**src/design/ctb_pkg.sv**
```systemverilog
`timescale 1ns / 1ps
`default_nettype none
// ----------------------------------------------------------------------------
// ctb_pkg: shared types and constants of the coincidence track builder
// Request and response payloads, queue command, register indexes, back-end
// state encoding.
// ----------------------------------------------------------------------------
package ctb_pkg;

   localparam int MAX_HITS  = 16;
   localparam int NUM_BARS  = 128;
   localparam int CNT_W     = $clog2(MAX_HITS + 1);

   localparam int TIME_W    = 64;
   localparam int BAR_W     = 7;
   localparam int TAG_W     = 16;
   localparam int HITS_W    = 5;
   localparam int WINDOW_W  = 32;
   localparam int LAYERS_W  = 5;
   localparam int COUNTER_W = 32;

   localparam int CSR_IDX_W  = 1;
   localparam int CSR_DATA_W = 32;

   localparam logic [CSR_IDX_W-1:0] CSR_WINDOW = 1'd0;
   localparam logic [CSR_IDX_W-1:0] CSR_LAYERS = 1'd1;

   localparam logic [WINDOW_W-1:0] WINDOW_RESET = 32'd20000;
   localparam logic [LAYERS_W-1:0] LAYERS_RESET = 5'd8;

   localparam int CMD_DEPTH = 4;
   localparam int CMD_PTR_W = $clog2(CMD_DEPTH);
   localparam int CMD_CNT_W = CMD_PTR_W + 1;

   typedef struct packed {
      logic [TIME_W-1:0] hit_time;
      logic [BAR_W-1:0]  bar_index;
      logic [TAG_W-1:0]  hit_tag;
      logic              end_of_stream;
   } req_type;

   typedef struct packed {
      logic [BAR_W-1:0]     out_bar_index;
      logic [TIME_W-1:0]    out_hit_time;
      logic [TAG_W-1:0]     out_hit_tag;
      logic                 last_in_track;
      logic [HITS_W-1:0]    track_hits;
      logic                 track_complete;
      logic                 track_overflow;
      logic [COUNTER_W-1:0] complete_tracks;
   } rsp_type;

   typedef struct packed {
      logic [TIME_W-1:0] hit_time;
      logic [BAR_W-1:0]  bar_index;
      logic [TAG_W-1:0]  hit_tag;
   } hit_type;

   // close_trk: close the open track first; append: then add the hit
   typedef struct packed {
      logic    close_trk;
      logic    append;
      hit_type hit;
   } cmd_type;

   typedef enum logic [1:0] {
      BK_IDLE,
      BK_DRAIN,
      BK_INSERT
   } back_state_type;

endpackage : ctb_pkg
`default_nettype wire

```
**src/design/ctb_front.sv**
```systemverilog
`timescale 1ns / 1ps
`default_nettype none
// ----------------------------------------------------------------------------
// ctb_front: request classifier
// Tracks the open track and the previous hit time, decides for each request
// whether it closes the open track and whether it appends a hit.
// ----------------------------------------------------------------------------
module ctb_front import ctb_pkg::*; (
   input  wire logic                clock,
   input  wire logic                reset,
   input  wire logic                req_valid,
   input  wire req_type             req_data,
   output logic                     req_stall,
   input  wire logic [WINDOW_W-1:0] window,
   input  wire logic                cmd_full,
   output logic                     cmd_push,
   output cmd_type                  cmd_data
);

   logic              open_ff, open_in;
   logic [TIME_W-1:0] prev_ff, prev_in;
   logic              accept;
   logic              bar_ok;
   logic              hit_go;
   logic [TIME_W-1:0] delta;
   logic              far;

   assign req_stall = cmd_full;
   assign accept    = req_valid & ~req_stall;
   assign bar_ok    = 32'(req_data.bar_index) < NUM_BARS;
   assign hit_go    = ~req_data.end_of_stream & bar_ok;

   // wraps modulo 2^64, so a time going backwards closes the track
   assign delta = req_data.hit_time - prev_ff;
   assign far   = delta >= TIME_W'(window);

   always_comb begin
      cmd_data.close_trk     = open_ff & (req_data.end_of_stream | (hit_go & far));
      cmd_data.append        = hit_go;
      cmd_data.hit.hit_time  = req_data.hit_time;
      cmd_data.hit.bar_index = req_data.bar_index;
      cmd_data.hit.hit_tag   = req_data.hit_tag;
      cmd_push               = accept & (cmd_data.close_trk | cmd_data.append);
   end

   always_comb begin
      open_in = open_ff;
      prev_in = prev_ff;
      if (accept) begin
         if (hit_go) begin
            open_in = 1'b1;
            prev_in = req_data.hit_time;
         end else if (req_data.end_of_stream) begin
            open_in = 1'b0;
         end
      end
   end

   always_ff @(posedge clock) begin
      if (reset) begin
         open_ff <= 1'b0;
         prev_ff <= '0;
      end else begin
         open_ff <= open_in;
         prev_ff <= prev_in;
      end
   end

endmodule : ctb_front
`default_nettype wire

```
**src/design/ctb_cmd_fifo.sv**
```systemverilog
`timescale 1ns / 1ps
`default_nettype none
// ----------------------------------------------------------------------------
// ctb_cmd_fifo: command queue between front and back
// Small show-ahead queue so that classification and track output stall
// independently.
// ----------------------------------------------------------------------------
module ctb_cmd_fifo import ctb_pkg::*; (
   input  wire logic    clock,
   input  wire logic    reset,
   input  wire logic    push,
   input  wire cmd_type push_data,
   output logic         full,
   input  wire logic    pop,
   output cmd_type      pop_data,
   output logic         empty
);

   cmd_type                mem [CMD_DEPTH];
   logic [CMD_PTR_W-1:0]   wr_ptr_ff, wr_ptr_in;
   logic [CMD_PTR_W-1:0]   rd_ptr_ff, rd_ptr_in;
   logic [CMD_CNT_W-1:0]   cnt_ff, cnt_in;
   logic                   do_push;
   logic                   do_pop;

   assign full     = cnt_ff == CMD_CNT_W'(CMD_DEPTH);
   assign empty    = cnt_ff == '0;
   assign do_push  = push & ~full;
   assign do_pop   = pop & ~empty;
   assign pop_data = mem[rd_ptr_ff];

   always_comb begin
      wr_ptr_in = do_push ? wr_ptr_ff + 1'b1 : wr_ptr_ff;
      rd_ptr_in = do_pop ? rd_ptr_ff + 1'b1 : rd_ptr_ff;
      cnt_in    = cnt_ff;
      if (do_push & ~do_pop) begin
         cnt_in = cnt_ff + 1'b1;
      end else if (do_pop & ~do_push) begin
         cnt_in = cnt_ff - 1'b1;
      end
   end

   always_ff @(posedge clock) begin
      if (do_push) begin
         mem[wr_ptr_ff] <= push_data;
      end
   end

   always_ff @(posedge clock) begin
      if (reset) begin
         wr_ptr_ff <= '0;
         rd_ptr_ff <= '0;
         cnt_ff    <= '0;
      end else begin
         wr_ptr_ff <= wr_ptr_in;
         rd_ptr_ff <= rd_ptr_in;
         cnt_ff    <= cnt_in;
      end
   end

endmodule : ctb_cmd_fifo
`default_nettype wire

```
**src/design/ctb_back.sv**
```systemverilog
`timescale 1ns / 1ps
`default_nettype none
// ----------------------------------------------------------------------------
// ctb_back: track store and sorted output
// Keeps the open track sorted by bar index (high to low, stable) as hits are
// inserted, then shifts the closed track out one response per unstalled cycle.
// ----------------------------------------------------------------------------
module ctb_back import ctb_pkg::*; (
   input  wire logic                clock,
   input  wire logic                reset,
   input  wire logic [LAYERS_W-1:0] layers,
   input  wire cmd_type             cmd_data,
   input  wire logic                cmd_empty,
   output logic                     cmd_pop,
   output logic                     rsp_valid,
   input  wire logic                rsp_stall,
   output rsp_type                  rsp_data
);

   back_state_type       state_ff, state_in;
   hit_type              ent_ff [MAX_HITS];
   hit_type              ent_in [MAX_HITS];
   hit_type              shifted [MAX_HITS];
   hit_type              inserted [MAX_HITS];
   logic [MAX_HITS-1:0]  ge;
   logic [CNT_W-1:0]     count_ff;
   logic                 ovf_ff;
   logic [CNT_W-1:0]     left_ff;
   logic [CNT_W-1:0]     trk_n_ff;
   logic                 trk_cmp_ff;
   logic                 trk_ovf_ff;
   logic                 pend_valid_ff;
   hit_type              pend_hit_ff;
   logic [COUNTER_W-1:0] counter_ff;
   logic                 rsp_valid_ff;
   rsp_type              rsp_data_ff;

   logic                 start_close;
   logic                 ins_go;
   hit_type              ins_hit;
   logic                 drain_step;
   logic                 has_room;
   logic                 complete;

   assign has_room = 32'(count_ff) < MAX_HITS;
   assign complete = 32'(count_ff) == 32'(layers);

   // next state
   always_comb begin
      state_in = state_ff;
      unique case (state_ff)
         BK_IDLE: begin
            if (start_close) begin
               state_in = BK_DRAIN;
            end
         end
         BK_DRAIN: begin
            if (drain_step && left_ff == CNT_W'(1)) begin
               state_in = pend_valid_ff ? BK_INSERT : BK_IDLE;
            end
         end
         BK_INSERT: begin
            state_in = BK_IDLE;
         end
      endcase
   end

   // control outputs
   always_comb begin
      cmd_pop     = 1'b0;
      start_close = 1'b0;
      ins_go      = 1'b0;
      ins_hit     = cmd_data.hit;
      drain_step  = 1'b0;
      unique case (state_ff)
         BK_IDLE: begin
            cmd_pop     = ~cmd_empty;
            start_close = ~cmd_empty & cmd_data.close_trk & (count_ff != '0);
            ins_go      = ~cmd_empty & cmd_data.append & ~start_close;
         end
         BK_DRAIN: begin
            drain_step = ~rsp_valid_ff | ~rsp_stall;
         end
         BK_INSERT: begin
            ins_go  = 1'b1;
            ins_hit = pend_hit_ff;
         end
      endcase
   end

   // entries are kept sorted, so entries at or above the new bar form a prefix
   always_comb begin
      for (int i = 0; i < MAX_HITS; i++) begin
         ge[i] = (CNT_W'(i) < count_ff) && (ent_ff[i].bar_index >= ins_hit.bar_index);
      end
      for (int i = 0; i < MAX_HITS - 1; i++) begin
         shifted[i] = ent_ff[i+1];
      end
      shifted[MAX_HITS-1] = ent_ff[MAX_HITS-1];
      inserted[0] = ge[0] ? ent_ff[0] : ins_hit;
      for (int i = 1; i < MAX_HITS; i++) begin
         if (ge[i]) begin
            inserted[i] = ent_ff[i];
         end else if (ge[i-1]) begin
            inserted[i] = ins_hit;
         end else begin
            inserted[i] = ent_ff[i-1];
         end
      end
      for (int i = 0; i < MAX_HITS; i++) begin
         if (drain_step) begin
            ent_in[i] = shifted[i];
         end else if (ins_go && has_room) begin
            ent_in[i] = inserted[i];
         end else begin
            ent_in[i] = ent_ff[i];
         end
      end
   end

   always_ff @(posedge clock) begin
      for (int i = 0; i < MAX_HITS; i++) begin
         ent_ff[i] <= ent_in[i];
      end
   end

   always_ff @(posedge clock) begin
      if (start_close) begin
         trk_n_ff   <= count_ff;
         trk_cmp_ff <= complete;
         trk_ovf_ff <= ovf_ff;
      end
      if (start_close) begin
         pend_hit_ff <= cmd_data.hit;
      end
      if (drain_step) begin
         rsp_data_ff.out_bar_index   <= ent_ff[0].bar_index;
         rsp_data_ff.out_hit_time    <= ent_ff[0].hit_time;
         rsp_data_ff.out_hit_tag     <= ent_ff[0].hit_tag;
         rsp_data_ff.last_in_track   <= left_ff == CNT_W'(1);
         rsp_data_ff.track_hits      <= HITS_W'(trk_n_ff);
         rsp_data_ff.track_complete  <= trk_cmp_ff;
         rsp_data_ff.track_overflow  <= trk_ovf_ff;
         rsp_data_ff.complete_tracks <= counter_ff;
      end
   end

   always_ff @(posedge clock) begin
      if (reset) begin
         state_ff      <= BK_IDLE;
         count_ff      <= '0;
         ovf_ff        <= 1'b0;
         left_ff       <= '0;
         pend_valid_ff <= 1'b0;
         counter_ff    <= '0;
         rsp_valid_ff  <= 1'b0;
      end else begin
         state_ff <= state_in;
         if (start_close) begin
            count_ff      <= '0;
            ovf_ff        <= 1'b0;
            left_ff       <= count_ff;
            pend_valid_ff <= cmd_data.append;
            if (complete && counter_ff != '1) begin
               counter_ff <= counter_ff + 1'b1;
            end
         end else if (ins_go) begin
            if (has_room) begin
               count_ff <= count_ff + 1'b1;
            end else begin
               ovf_ff <= 1'b1;
            end
            if (state_ff == BK_INSERT) begin
               pend_valid_ff <= 1'b0;
            end
         end
         if (drain_step) begin
            left_ff      <= left_ff - 1'b1;
            rsp_valid_ff <= 1'b1;
         end else if (~rsp_stall) begin
            rsp_valid_ff <= 1'b0;
         end
      end
   end

   assign rsp_valid = rsp_valid_ff;
   assign rsp_data  = rsp_data_ff;

endmodule : ctb_back
`default_nettype wire

```
**src/design/coincidence_track_builder.sv**
```systemverilog
`timescale 1ns / 1ps
`default_nettype none
// ----------------------------------------------------------------------------
// coincidence_track_builder: time-coincidence track builder
// Groups time-ordered hits into tracks by a coincidence window and sends
// each closed track out sorted by bar index, high to low.
// ----------------------------------------------------------------------------
//  channel   direction  ports                          payload
//  req       in         req_valid/req_stall/req_data   req_type (one hit or flush)
//  rsp       out        rsp_valid/rsp_stall/rsp_data   rsp_type (one hit of a track)
//  csr       in         csr_we/csr_index/csr_wdata     window, layer count
//
//  A request is classified and queued in its cycle; the back end inserts a
//  hit as it pops the command, so hits joining a track go at one per cycle
//  while no track is closing. Closing a track drains it, shifting the n
//  responses out of the sorted track store one per cycle unless rsp_stall
//  holds them, and then inserts the hit, if any, that caused the close.
//  Reset is synchronous; no clearing pass, window resets to 20000, layers to 8.
//  req_stall rises only when the four-entry command queue is full; rsp_stall
//  holds the output register and, through it, the back end.
// ----------------------------------------------------------------------------
module coincidence_track_builder import ctb_pkg::*; (
   input  wire logic                  clock,
   input  wire logic                  reset,
   input  wire logic                  req_valid,
   output logic                       req_stall,
   input  wire req_type               req_data,
   output logic                       rsp_valid,
   input  wire logic                  rsp_stall,
   output rsp_type                    rsp_data,
   input  wire logic                  csr_we,
   input  wire logic [CSR_IDX_W-1:0]  csr_index,
   input  wire logic [CSR_DATA_W-1:0] csr_wdata
);

   logic [WINDOW_W-1:0] window_ff;
   logic [LAYERS_W-1:0] layers_ff;
   logic                cmd_push;
   cmd_type             cmd_push_data;
   logic                cmd_full;
   logic                cmd_pop;
   cmd_type             cmd_pop_data;
   logic                cmd_empty;

   always_ff @(posedge clock) begin
      if (reset) begin
         window_ff <= WINDOW_RESET;
         layers_ff <= LAYERS_RESET;
      end else if (csr_we) begin
         unique case (csr_index)
            CSR_WINDOW: window_ff <= WINDOW_W'(csr_wdata);
            CSR_LAYERS: layers_ff <= LAYERS_W'(csr_wdata);
         endcase
      end
   end

   ctb_front u_front (
      .clock     (clock),
      .reset     (reset),
      .req_valid (req_valid),
      .req_data  (req_data),
      .req_stall (req_stall),
      .window    (window_ff),
      .cmd_full  (cmd_full),
      .cmd_push  (cmd_push),
      .cmd_data  (cmd_push_data)
   );

   ctb_cmd_fifo u_cmd_fifo (
      .clock     (clock),
      .reset     (reset),
      .push      (cmd_push),
      .push_data (cmd_push_data),
      .full      (cmd_full),
      .pop       (cmd_pop),
      .pop_data  (cmd_pop_data),
      .empty     (cmd_empty)
   );

   ctb_back u_back (
      .clock     (clock),
      .reset     (reset),
      .layers    (layers_ff),
      .cmd_data  (cmd_pop_data),
      .cmd_empty (cmd_empty),
      .cmd_pop   (cmd_pop),
      .rsp_valid (rsp_valid),
      .rsp_stall (rsp_stall),
      .rsp_data  (rsp_data)
   );

   // front never pushes into a full queue
   assert property (@(posedge clock) disable iff (reset) cmd_push |-> !cmd_full)
      else $error("command pushed into full queue");

   // back never pops an empty queue
   assert property (@(posedge clock) disable iff (reset) cmd_pop |-> !cmd_empty)
      else $error("command popped from empty queue");

   // a track drains without gaps once its first response is taken
   assert property (@(posedge clock) disable iff (reset)
      (rsp_valid && !rsp_stall && !rsp_data.last_in_track) |=> rsp_valid)
      else $error("gap inside a track");

   // every response belongs to a nonempty track within capacity
   assert property (@(posedge clock) disable iff (reset)
      rsp_valid |-> (rsp_data.track_hits != '0 &&
                     32'(rsp_data.track_hits) <= MAX_HITS))
      else $error("track size out of range");

endmodule : coincidence_track_builder
`default_nettype wire

```
**config.mk**
```make
export PLATFORM = sky130hd
export DESIGN_NAME = coincidence_track_builder
export DESIGN_NICKNAME = d
export VERILOG_FILES = /design/src/design/ctb_pkg.sv /design/src/design/ctb_front.sv /design/src/design/ctb_cmd_fifo.sv /design/src/design/ctb_back.sv /design/src/design/coincidence_track_builder.sv
export SDC_FILE = /design/constraint.sdc
export NUM_CORES = 2
export LEC_CHECK = 0
export BUFFER_PORTS_ARGS = -buffer_cell sky130_fd_sc_hd__buf_2
export CAP_MARGIN = 40
export CORE_UTILIZATION = 50
export DETAILED_ROUTE_END_ITERATION = 8
export PLACE_DENSITY = 0.66
export SKIP_CTS_REPAIR_TIMING = 1
export SLEW_MARGIN = 20
export SYNTH_ARGS = -nofsm -noshare
export SYNTH_HDL_FRONTEND = slang
export SYNTH_SLANG_ARGS = --single-unit
```
**constraint.sdc**
```tcl
create_clock -name clock -period 19.63 [get_ports clock]
set_input_delay 0 -clock clock [delete_from_list [all_inputs] [get_ports clock]]
set_output_delay 0 -clock clock [all_outputs]
set_load 0.03 [all_outputs]
```
==> results.toml <==
[setup_path]
start_kind = "flip-flop"
required_ns = 20.13
worstSetupEndpoint = "u_back.ent_ff[0][17]$_DFFE_PP_"
path_max_fanout = 42
reg2reg_to = "u_back.ent_ff[0][17]$_DFFE_PP_"
cp.arrival_ns = 7.10
rrSetupSlack_ns = 13.03
setup.worst_path.end_class = "flip-flop"
path_class = "flip-flop to flip-flop"
r2r_cells = 16

[timing]
period_minus_slack_ns = 6.602
setup_viol = 0
maxSlewHeadroom = 0.2816
finalCritPeriodShare = 0.3363
fin_ws_ns = 13.03
tns_ns = 0
hold_violations = 1
slew_viol_final = 0
tightest_slew_ns = 1.078
skew_ns = 0.04138
rsz0062_at_grt = "no"
max_freq_mhz = 151.5
hold_ws_ns = -0.006654

[cts]
clock_sinks = 2127
h-tree-depth = 4
root_buffer = "clkbuf_16"
cts_tree = "done"
path_clk_slew_ns = 0.06
cts_buffers = 216
clk_latency_ns = 0.89
cts_buffer_depth = 3

[routing]
viasPerCell = 5.907
drc = 0
drt-initial-drc-count = 6903
finalWirelength_um = 282600
wl_per_cell_um = 24.00
ant_nets = 0
dr.pass1.iters = 6
vias = 69540

[floorplan]
core_um2 = 204600
rows = 166
die_h_um = 455.8
start_util = 0.5033
die-area_um2 = 207800
io_pins = 255
die_w_um = 455.8

[synth]
yosysWarnings = 0
syn_area_um2 = 103000
synth-adder-area-share = 0.02627
synth_nets = 8931
synth-xor-area-share = 0.006209
synth-compound-area-share = 0.09356
synth-simple-area-share = 0.08241
synth_seq_area_share = 0.6049
synthFlopType = "edfxtp_1"
synth_seq_cells = 2127
synth_top_family_by_area = "multiplexers"
synth_edf_count = 1969
syn_inst = 8590
synthArstFlopShare = 0
avgSynthCellArea_um2 = 11.99
synth_mux_area_frac = 0.1574
yosysUniqueCellTypes = 83

[layout]
syn2layout_area_growth_pct = 14.44
fin_nets = 9226
drive_above_1_share = 0.1145
final_cells = 11770

[global_routing]
grt_max_degree = 281
grt_pass1_vias = 66430
gr-total-overflow = 0
antenna_found_initial = 16
grt_usage = 0.2597
grt_pass1_wl_um = 415000

[status]
violations = "negative hold slack"
status = "finished, violations left"

[job]
maxCapViolations = 0

[worst_hold_path]
min_path_cells = 4
min_path_type = "primary input to flip-flop"

[pwr]
p_per_area_nw_per_um2 = 163.5
leakagePower_nw = 38.74
irDropWorstVdd_uv = 113.0

[placed_design]
gp_congestion = 0.8816
dp.cells = 11030
dp_hpwl_um = 175500
dp_slack_ns = 13.05
portBuffers = 254
[routing by layer]
metal,up-vias,GRT usage,wire length [um]
met3,456,0.03926,18510
met2,2525,0.4116,130800
li1,32040,-,-
met1,34510,0.3687,125200
met4,12,0.08037,8068
met5,-,0,74
[through the flow]
stage                     area, um2  total power, mW  hold WS (ns)    util
after floorplan              103000            12.96       0.09887       -
after global placement       106400            14.63        0.2009  0.5200
after detailed placement     107400            15.02        0.2091  0.5248
after CTS                    114400            19.16       -0.7372  0.5590
after global routing         117800            20.21     -0.005271  0.5759
final                        117800            19.26     -0.006654  0.5760
[critical path: stages, from the launching register on]
cell and delay, ns:
dfxtp_4 0.77, mux4_2 0.42, mux2_2 0.42, inv_1 0.53, ha_1 0.36, a21o_1 0.16, a21o_1 0.17, a21o_1 0.18
a21o_1 0.17, a21oi_1 0.14, nor2b_1 0.09, o22ai_4 0.11, buf_4 0.44, inv_1 0.15, o21ai_4 0.57, buf_4 0.72
buf_4 0.67
[worst min-delay path by stage]
stage / startpoint / to
after floorplan: req_data[1] / u_cmd_fifo.mem[0][0]$_DFFE_PP_
after global placement: csr_wdata[14] / window_ff[14]$_SDFFE_PP1P_
after detailed placement: csr_wdata[14] / window_ff[14]$_SDFFE_PP1P_
after CTS: csr_wdata[14] / window_ff[14]$_SDFFE_PP1P_
after global routing: req_data[82] / u_cmd_fifo.mem[3][81]$_DFFE_PP_
final: req_data[39] / u_front.prev_ff[15]$_SDFFE_PP0P_
[report_power, final]
part           switching [mW]  internal [mW]  leakage, nW
Combinational            4.18           1.99         15.5
Clock                    1.80           2.33         3.44
Sequential               1.04           7.92         19.7
Total                    7.01           12.2         38.7
[kinds of logic (layout without fill, tap and decap cells)]
family	count (synthesis)	after routing
xor+xnor	73	73
flops	2127	2127
compound gates	1782	1782
mux	1486	1486
other cells	0	14
fa+ha+maj	215	215
simple gates	2117	2117
buf+inv	790	1271
[synthesized netlist by cell type (22+ instances only)]
| cell | n | area share |
|---|---|---|
| mux2_2 | 173 | 0.019 |
| ha_1 | 213 | 0.026 |
| dfxtp_1 | 158 | 0.031 |
| buf_1 | 83 | 0.0030 |
| nand2b_1 | 24 | 0.0015 |
| a21oi_1 | 243 | 0.012 |
| inv_1 | 152 | 0.0055 |
| buf_2 | 33 | 0.0016 |
| nand2_1 | 1516 | 0.055 |
| clkbuf_1 | 518 | 0.019 |
| or3_1 | 22 | 0.0013 |
| nand3_1 | 27 | 0.0013 |
| nor2_1 | 381 | 0.014 |
| mux4_2 | 89 | 0.019 |
| xnor2_1 | 35 | 0.0030 |
| nor3_1 | 25 | 0.0012 |
| nand4_1 | 44 | 0.0027 |
| o21ai_0 | 1302 | 0.063 |
| a21o_1 | 93 | 0.0068 |
| edfxtp_1 | 1969 | 0.57 |
| xor2_1 | 38 | 0.0032 |
| mux2i_1 | 1224 | 0.12 |
[state kept, by name (all words and copies together), names as in the netlist, 3 cells and up, named ones only]
name	count
u_front.prev_ff	64
u_back.left_ff	5
u_back.ent_ff	1392
u_back.trk_n_ff	5
u_back.count_ff	5
u_back.counter_ff	32
window_ff	32
layers_ff	5
u_back.pend_hit_ff	87
u_cmd_fifo.cnt_ff	3
u_back.rsp_data	127
u_cmd_fifo.mem	356
[cell usage in the layout (no fill, tap or decap), drive strengths merged, types with 12 or more instances in the layout]
cell type and count:
mux4 89, buf 401, mux2 173, mux2i 1224
a21oi 244, dlygate4sd3 313, o21ai 1311, bufinv 17
o21a 14, xnor2 35, dfxtp 158, nor4 14
ha 213, and3 12, nand4 44, nor3 25
nand2b 24, diode 14, clkinv 88, nor2 382
inv 163, or3 22, clkbuf 287, nand2 1517
xor2 38, a211oi 12, nand3 27, a21o 93
edfxtp 1969, o21bai 12
[layout make-up]
type / instances / area [um2]
inverters: 153 / 581.8
fillers: 16380 / 86740
flip-flops and latches: 2127 / 62300
clock inverters: 117 / 1117
clock buffers: 287 / 5886
repair buffers: 714 / 6501
diodes: 14 / 35.03
well taps: 2688 / 3363
multi-input cells: 5673 / 38060
(Power assumes the default switching activity.)
